`src/hw/rtl/lobm_pkg.sv`:
```
// Shared constants, codes and structs of the limit order book matcher.
package lobm_pkg;

  localparam int ORDER_SLOTS = 32;
  localparam int IDX_W       = $clog2(ORDER_SLOTS);
  localparam int CNT_W       = $clog2(ORDER_SLOTS + 1);
  localparam int RANK_W      = IDX_W;

  typedef enum logic [1:0] {
    REQ_NEW    = 2'd0,
    REQ_CANCEL = 2'd1,
    REQ_AMEND  = 2'd2,
    REQ_RSVD   = 2'd3
  } lobm_req_t;

  typedef enum logic [3:0] {
    OC_TRADE     = 4'd0,
    OC_RESTED    = 4'd1,
    OC_FILLED    = 4'd2,
    OC_CANCELLED = 4'd3,
    OC_AMENDED   = 4'd4,
    OC_NOT_FOUND = 4'd5,
    OC_SIDE_MISM = 4'd6,
    OC_DUPLICATE = 4'd7,
    OC_BOOK_FULL = 4'd8
  } lobm_outcome_t;

  typedef enum logic [1:0] {
    ST_IDLE,
    ST_SCAN,
    ST_DECIDE
  } lobm_state_t;

  typedef enum logic [1:0] {
    CMD_NONE,
    CMD_REMOVE,
    CMD_SET_QTY,
    CMD_WRITE
  } lobm_op_t;

  typedef struct packed {
    logic        side;
    logic [15:0] price;
    logic [31:0] key;
  } lobm_query_t;

  typedef struct packed {
    lobm_op_t          op;
    logic [IDX_W-1:0]  idx;
    logic [RANK_W-1:0] rank;
    logic [31:0]       qty;
    logic [31:0]       key;
    logic              side;
    logic [15:0]       price;
  } lobm_cmd_t;

  typedef struct packed {
    logic              best_found;
    logic [IDX_W-1:0]  best_idx;
    logic [15:0]       best_price;
    logic [RANK_W-1:0] best_rank;
    logic [31:0]       best_qty;
    logic [31:0]       best_key;
    logic              key_found;
    logic [IDX_W-1:0]  key_idx;
    logic              key_side;
    logic [15:0]       key_price;
    logic [31:0]       key_qty;
    logic [RANK_W-1:0] key_rank;
    logic              free_found;
    logic [IDX_W-1:0]  free_idx;
    logic [CNT_W-1:0]  count;
  } lobm_link_t;

endpackage

```
`src/hw/rtl/lobm_cell.sv`:
```
// One book slot: holds a resting order and folds it into the scan chain.
module lobm_cell
  import lobm_pkg::*;
(
  input  logic             clk,
  input  logic             rst_n,
  input  logic [IDX_W-1:0] my_idx,
  input  lobm_query_t      query,
  input  lobm_cmd_t        cmd,
  input  lobm_link_t       link_in,
  output lobm_link_t       link_out
);

  logic              valid_r;
  logic [31:0]       key_r;
  logic              side_r;
  logic [15:0]       price_r;
  logic [31:0]       qty_r;
  logic [RANK_W-1:0] rank_r;
  lobm_link_t        link_r;
  lobm_link_t        link_nxt;
  logic              hit;
  logic              crosses;
  logic              better;

  assign hit = (cmd.idx == my_idx);

  always_ff @(posedge clk) begin
    if (!rst_n) begin
      valid_r <= 1'b0;
    end else begin
      case (cmd.op)
        CMD_REMOVE: begin
          if (hit) begin
            valid_r <= 1'b0;
          end else if (valid_r && rank_r > cmd.rank) begin
            rank_r <= rank_r - 1'b1;
          end
        end
        CMD_SET_QTY: begin
          if (hit) begin
            qty_r <= cmd.qty;
          end
        end
        CMD_WRITE: begin
          if (hit) begin
            valid_r <= 1'b1;
            key_r   <= cmd.key;
            side_r  <= cmd.side;
            price_r <= cmd.price;
            qty_r   <= cmd.qty;
            rank_r  <= cmd.rank;
          end
        end
        default: ;
      endcase
    end
  end

  always_comb begin
    crosses = (query.side == 1'b0) ? (price_r <= query.price) : (price_r >= query.price);
    better  = 1'b0;
    if (valid_r && side_r != query.side && crosses) begin
      if (!link_in.best_found) begin
        better = 1'b1;
      end else if (price_r != link_in.best_price) begin
        better = (query.side == 1'b0) ? (price_r < link_in.best_price)
                                      : (price_r > link_in.best_price);
      end else begin
        better = rank_r < link_in.best_rank;
      end
    end

    link_nxt = link_in;
    if (better) begin
      link_nxt.best_found = 1'b1;
      link_nxt.best_idx   = my_idx;
      link_nxt.best_price = price_r;
      link_nxt.best_rank  = rank_r;
      link_nxt.best_qty   = qty_r;
      link_nxt.best_key   = key_r;
    end
    if (valid_r && key_r == query.key && !link_in.key_found) begin
      link_nxt.key_found = 1'b1;
      link_nxt.key_idx   = my_idx;
      link_nxt.key_side  = side_r;
      link_nxt.key_price = price_r;
      link_nxt.key_qty   = qty_r;
      link_nxt.key_rank  = rank_r;
    end
    if (!valid_r && !link_in.free_found) begin
      link_nxt.free_found = 1'b1;
      link_nxt.free_idx   = my_idx;
    end
    link_nxt.count = link_in.count + CNT_W'(valid_r);
  end

  always_ff @(posedge clk) begin
    link_r <= link_nxt;
  end

  assign link_out = link_r;

endmodule

```
`config.mk`:
```
export PLATFORM = sky130hd
export DESIGN_NAME = lobm_cell
export DESIGN_NICKNAME = d
export VERILOG_FILES = /design/src/hw/rtl/lobm_pkg.sv /design/src/hw/rtl/lobm_cell.sv
export SDC_FILE = /design/constraint.sdc
export NUM_CORES = 1
export LEC_CHECK = 0
export BUFFER_PORTS_ARGS = -buffer_cell sky130_fd_sc_hd__clkbuf_2
export CORE_AREA = 10 10 176 178
export CTS_BUF_LIST = sky130_fd_sc_hd__clkbuf_8
export CTS_CLUSTER_DIAMETER = 50
export DETAILED_ROUTE_END_ITERATION = 8
export DIE_AREA = 0 0 186 188
export PLACE_DENSITY = 0.68
export SYNTH_ARGS = -nofsm -noshare
export SYNTH_HDL_FRONTEND = slang
export SYNTH_SLANG_ARGS = --single-unit
```
`constraint.sdc`:
```
create_clock -name clk -period 4.9 [get_ports clk]
set_clock_uncertainty 0.1 [all_clocks]
set_input_delay 0.49 -clock clk [delete_from_list [all_inputs] [get_ports clk]]
set_output_delay 0.49 -clock clk [all_outputs]
set_load 0.02 [all_outputs]
```
== Word-level counts from Yosys, hierarchy flattened ==
Cells that the tools add are included.

* Register bits: 250
* Bits in latches: 0
* Bits in read-only memories: 0
* Word-level logic and storage cells: 70
* RAM bits: 0
* Output and inout port bits: 163
* Memories: 0

* $mul: 0
* Bitwise logic cells: 0
* Reduce and logical (&&, ||, !) cells: 15
* Shifts and indexed selects: 0
* Divide/modulo/power cells: 0
* Order comparisons: 6
* Muxes and demuxes: 15
* Add/sub/neg operators: 2
* Equality and inequality tests: 11

{| class="wikitable"
|+ Operator list
! kind !! number
|-
| $mux W90 || 1
|-
| $mux W59 || 1
|-
| $eq A32 B32 Y1 || 1
|-
| $mux W5 || 4
|-
| $ge A16 B16 Y1 || 1
|-
| $gt A16 B16 Y1 || 1
|-
| $le A16 B16 Y1 || 1
|-
| $lt A16 B16 Y1 || 1
|-
| $ne A16 B16 Y1 || 1
|-
| $pmux W5 S2 || 1
|-
| $reduce_and A3 Y1 || 3
|-
| $ne A2 B2 Y1 const B || 4
|-
| $mux W1 || 7
|-
| $add A6 B1 Y6 || 1
|-
| $logic_and A1 B1 Y1 || 6
|-
| $eq A5 B5 Y1 || 1
|-
| $gt A5 B5 Y1 || 1
|-
| $lt A5 B5 Y1 || 1
|-
| $reduce_and A5 Y1 || 1
|-
| $sub A5 B1 Y5 const B || 1
|-
| $eq A2 B2 Y1 const B || 2
|-
| $logic_not A1 Y1 || 3
|-
| $eq A2 B1 Y1 const B || 1
|-
| $pmux W1 S2 || 1
|-
| other kinds (3) || 3
|}

== Logic depth before layout (Yosys ltp) ==
* Depth after elaboration: 6
* Gate-level depth with buffers: 10
* Gate-level depth less buffers: 9

== Worst setup path after synthesis ==
OpenSTA, ideal clock, no wires.

* Path kind: input to register
* Start point: in my_idx[4]
* End point: reg key_r[0] (enable)
* Data required time: 4344 ps
* Path slack: 1092 ps
* Data arrival time: 3252 ps
* Buffers on the path: 0
* Stages: 5
* Setup time: 456 ps
* Cells stage by stage: xnor2_1 > nand3_1 > nor3_1 > nand2_1 > nor2_1

* Longest elaborated chain between the ends: 2

{| class="wikitable"
|+ RTL lines
! item !! RTL line !! source
|-
| from (decl) || lobm_cell.sv:7 || <nowiki>input logic [IDX_W-1:0] my_idx,</nowiki>
|-
| $eq A5 B5 Y1 || lobm_cell.sv:26 || <nowiki>assign hit = (cmd.idx == my_idx);</nowiki>
|-
| $reduce_and A3 Y1 (no line) || -- ||
|-
| to (signal assigned) || lobm_cell.sv:48 || <nowiki>key_r <= cmd.key;</nowiki>
|-
| to (decl) || lobm_cell.sv:15 || <nowiki>logic [31:0] key_r;</nowiki>
|}

Every way passes these cells.
A chain may end at the register's enable or synchronous reset.

==> metrics.md <==
| Metric | Value |
|---|---|
| Tot GR Track Use | `around 18%` |
| Area grow syn2layout | `46.6%` |
| H-Tree Depth | `2` |
| Worst vdd ir | `about 0.00025 V` |
| Sequential area share after synthesis | `approximately three fifths` |
| Crit path cell chain | `ha_1 > nand4_1 > nor4_1 > a21boi_0 > or4_1 > a21boi_1 > o211ai_4 > buf_12 > mux2_2` |
| Slowest CP cell | `edfxtp_1` |
| Post-synth top cells | `dfxtp_1 (164), mux2_2 (127), edfxtp_1 (86)` |
| DP HPWL | `25400 um` |
| I/O Buffers | `474` |
| Leak pwr | `between 6 and 7 nW` |
| Post-Syn Area | `between 9000 and 10000 um^2` |
| Worst-skew pair later-pin latency | `0.55 ns` |
| Yosys reg bits | `250` |
| Data arrival, critical path | `3.62 ns` |
| First-pass GRT wire length | `48200 um` |
| Iteration-0 DRC Markers | `between 200 and 300` |
| Min Tclk post-route | `between 3 and 4 ns` |
| # clock sinks | `250` |
| Area leader, netlist | `dfxtp_1` |
| Final period utilization | `around 67%` |
| Clk pwr share | `42.6%` |
| # nets final | `1616` |
| CTS root buffer | `clkbuf_8` |
| Layout cell share with drive strength beyond 1 | `between 50% and 60%` |
| CTS resizes | `0` |
| Max incr delay on CP | `0.47 ns` |
| Ys async rst share | `0%` |
| Top FF cell, synth | `dfxtp_1` |
| Setup Fix Bufs, Post-CTS | `0` |
| Setup crit start kind | `register` |
| Initial antenna violation count | `1` |
| Mean Syn Cell Area | `14.2 um^2` |
| Ports | `between 400 and 500` |
| Largest net degree at the start of global routing | `91` |
| # setup viols final | `0` |
| CTS Buf Count | `46` |
| Pre-Repair DR Iteration Count | `4` |
| Switching fraction of total power | `about 24%` |
| Pint | `between 3 and 4 mW` |
| Longest Clk Path Bufs | `3` |
| Hold-fix buffers, CTS | `72` |
| Grt ovf | `0` |
| Die H | `188 um` |
| Cell Rows | `61` |
| Worst Setup End Kind | `register` |
| Die W | `approximately 190 um` |
| Total net switching power | `1.16 mW` |
| Mapped Nets | `1031` |
| Setup TNS | `0 ns` |
| Post-Route WL | `~33000 um` |
| Most frequent cell after synthesis | `dfxtp_1` |
| EDFF count, synth | `86` |
| Die area | `approximately 35000 um^2` |
| Routability cong. | `approximately 0.9` |
| Hold Vio Cnt, Final | `0` |
| Status | `finished, final reports clean` |
| Number of global-route vias before repair | `8267` |
| Sequential share of power | `between 40% and 50%` |
| Synthesized instance count | `675` |
| Max-slew violations | `0` |
| Post-route antenna net violation count | `0` |
| Power Density | `around 340 nW/um^2` |
| Via density | `between 4 and 5` |
| FMAX | `roughly 300 MHz` |
| Comb pwr share | `10.7%` |
| # DRC | `0` |
| Slew HR | `30.1%` |
| Synth area leaders | `dfxtp_1 (34%), edfxtp_1 (27%), mux2_2 (15%)` |
| Final core utilization | `between 50% and 60%` |
| Clock transition at path regs | `approximately 0.060 ns` |
| Cell variety after synth | `42` |
| Share of the synthesized area in the top cell type | `roughly a third` |
| Worst-Margin Slew | `1.05 ns` |
| Initial core utilization | `between 30% and 40%` |
| Yosys Warn Count | `0` |
| Max Cap Violations | `0` |
| CP Max Fanout | `90` |
| CTS tree | `built` |
| Data required time of the worst path | `5.21 ns` |
| DR vias | `7456` |
| RSZ-0062 raised after global routing | `false` |
| Per-cell routed wire length | `between 20 and 25 um` |
| Crit path kind | `reg2reg` |
| Hold Path Class | `in2reg` |
| Total core area | `~27000 um^2` |
==> metal layers <==
layer	vias to the layer above	part of all wire (%)	GRT usage (%)
li1	3605	-	-
met1	3485	37	18.8
met2	317	51	32.6
met3	49	9.2	6.40
met4	0	2.4	5.58
met5	-	0	0
==> area by class of cell <==
cell class	instances	area [um^2]
Tap cell	346	433
Antenna cell	2	5.00
Multi-Input combinational cell	365	3470
Inverter	44	165
Clock inverter	24	151
Fill cell	2374	13400
Timing Repair Buffer	553	3170
Sequential cell	250	5870
Clock buffer	61	840
==> power groups by stage <==
stage	registers, mW	logic, mW	clock network [mW]
final	2.25	0.513	2.05
after global routing	2.26	0.555	2.22
after CTS	2.25	0.515	2.11
after detailed placement	2.29	0.463	0
after global placement	2.29	0.456	0
after floorplan	2.38	0.126	0
==> flip-flops by register name, summed over array words and instances (netlist names) <==
register	flops
price_r	16
link_out	163
qty_r	32
side_r	1
rank_r	5
valid_r	1
key_r	32
==> critical path, delay by kind of cell, from the launching register on <==
family / cells / cell delay (ns)
muxes: 1 / 0.41
AOI/OAI and AO/OA: 3 / 0.54
adders and majority gates: 1 / 0.34
and+or+nand+nor: 3 / 0.73
buffers and inverters: 1 / 0.45
DFF: 1 / 0.47
==> cells in the final DEF (no fill, tap or decap), types with 3 or more instances in the layout <==
cell and instances:
clkbuf_8 61, nor3_1 6, mux2_4 23, clkinv_4 4, clkbuf_2 474, o21ai_0 15, dfxtp_1 164, nand2_1 19
nor2b_1 5, a21oi_1 15, inv_1 58, nand3_1 7, xnor2_1 8, nor4_1 8, mux2_2 127, xor2_1 36
edfxtp_1 86, buf_4 3, nor2_1 13, nand2b_1 3, ha_1 44, clkinv_2 3, a211oi_1 3, dlygate4sd3_1 75
nand4_1 7
==> worst paths after layout <==
kind                             startpoint             to  slack (ns)  cells past startpoint
worst min-delay path            link_in[12]   link_out[12]        0.04                      3
worst max register to register  price_r[15]  link_out[106]        1.59                      9
worst max-delay path            price_r[15]  link_out[106]        1.59                      9
worst min register to register    qty_r[29]   link_out[46]        0.39                      1
==> through the flow <==
step / setup WS, ns / cell area [um^2] / power [mW] / cells / hold slack (ns)
after floorplan: 1.09 / 9610 / 2.51 / 675 / 0.372
after global placement: 1.63 / 12300 / 2.75 / 1483 / 0.379
after detailed placement: 1.51 / 12300 / 2.76 / 1483 / 0.387
after CTS: 1.62 / 14100 / 4.87 / 1640 / 0.000848
after global routing: 1.33 / 14100 / 5.03 / 1643 / 0.00132
final: 1.59 / 14100 / 4.82 / 1645 / 0.0446
==> logic make-up (layout without fill, tap and decap cells) <==
family                   after synthesis  after routing  share of synthesized area, %
AND/OR/NAND/NOR                       77             77                          4.07
other                                  0              2                             0
multiplexers                         152            152                          18.7
XOR/XNOR                              44             44                          4.01
AO/OA/AOI/OAI                         48             48                          3.45
flip-flops                           250            250                          61.0
adder cells (fa/ha/maj)               44             44                          5.73
buffers and inverters                 60            682                          3.05
No activity file was read; power rests on OpenSTA's default activity.
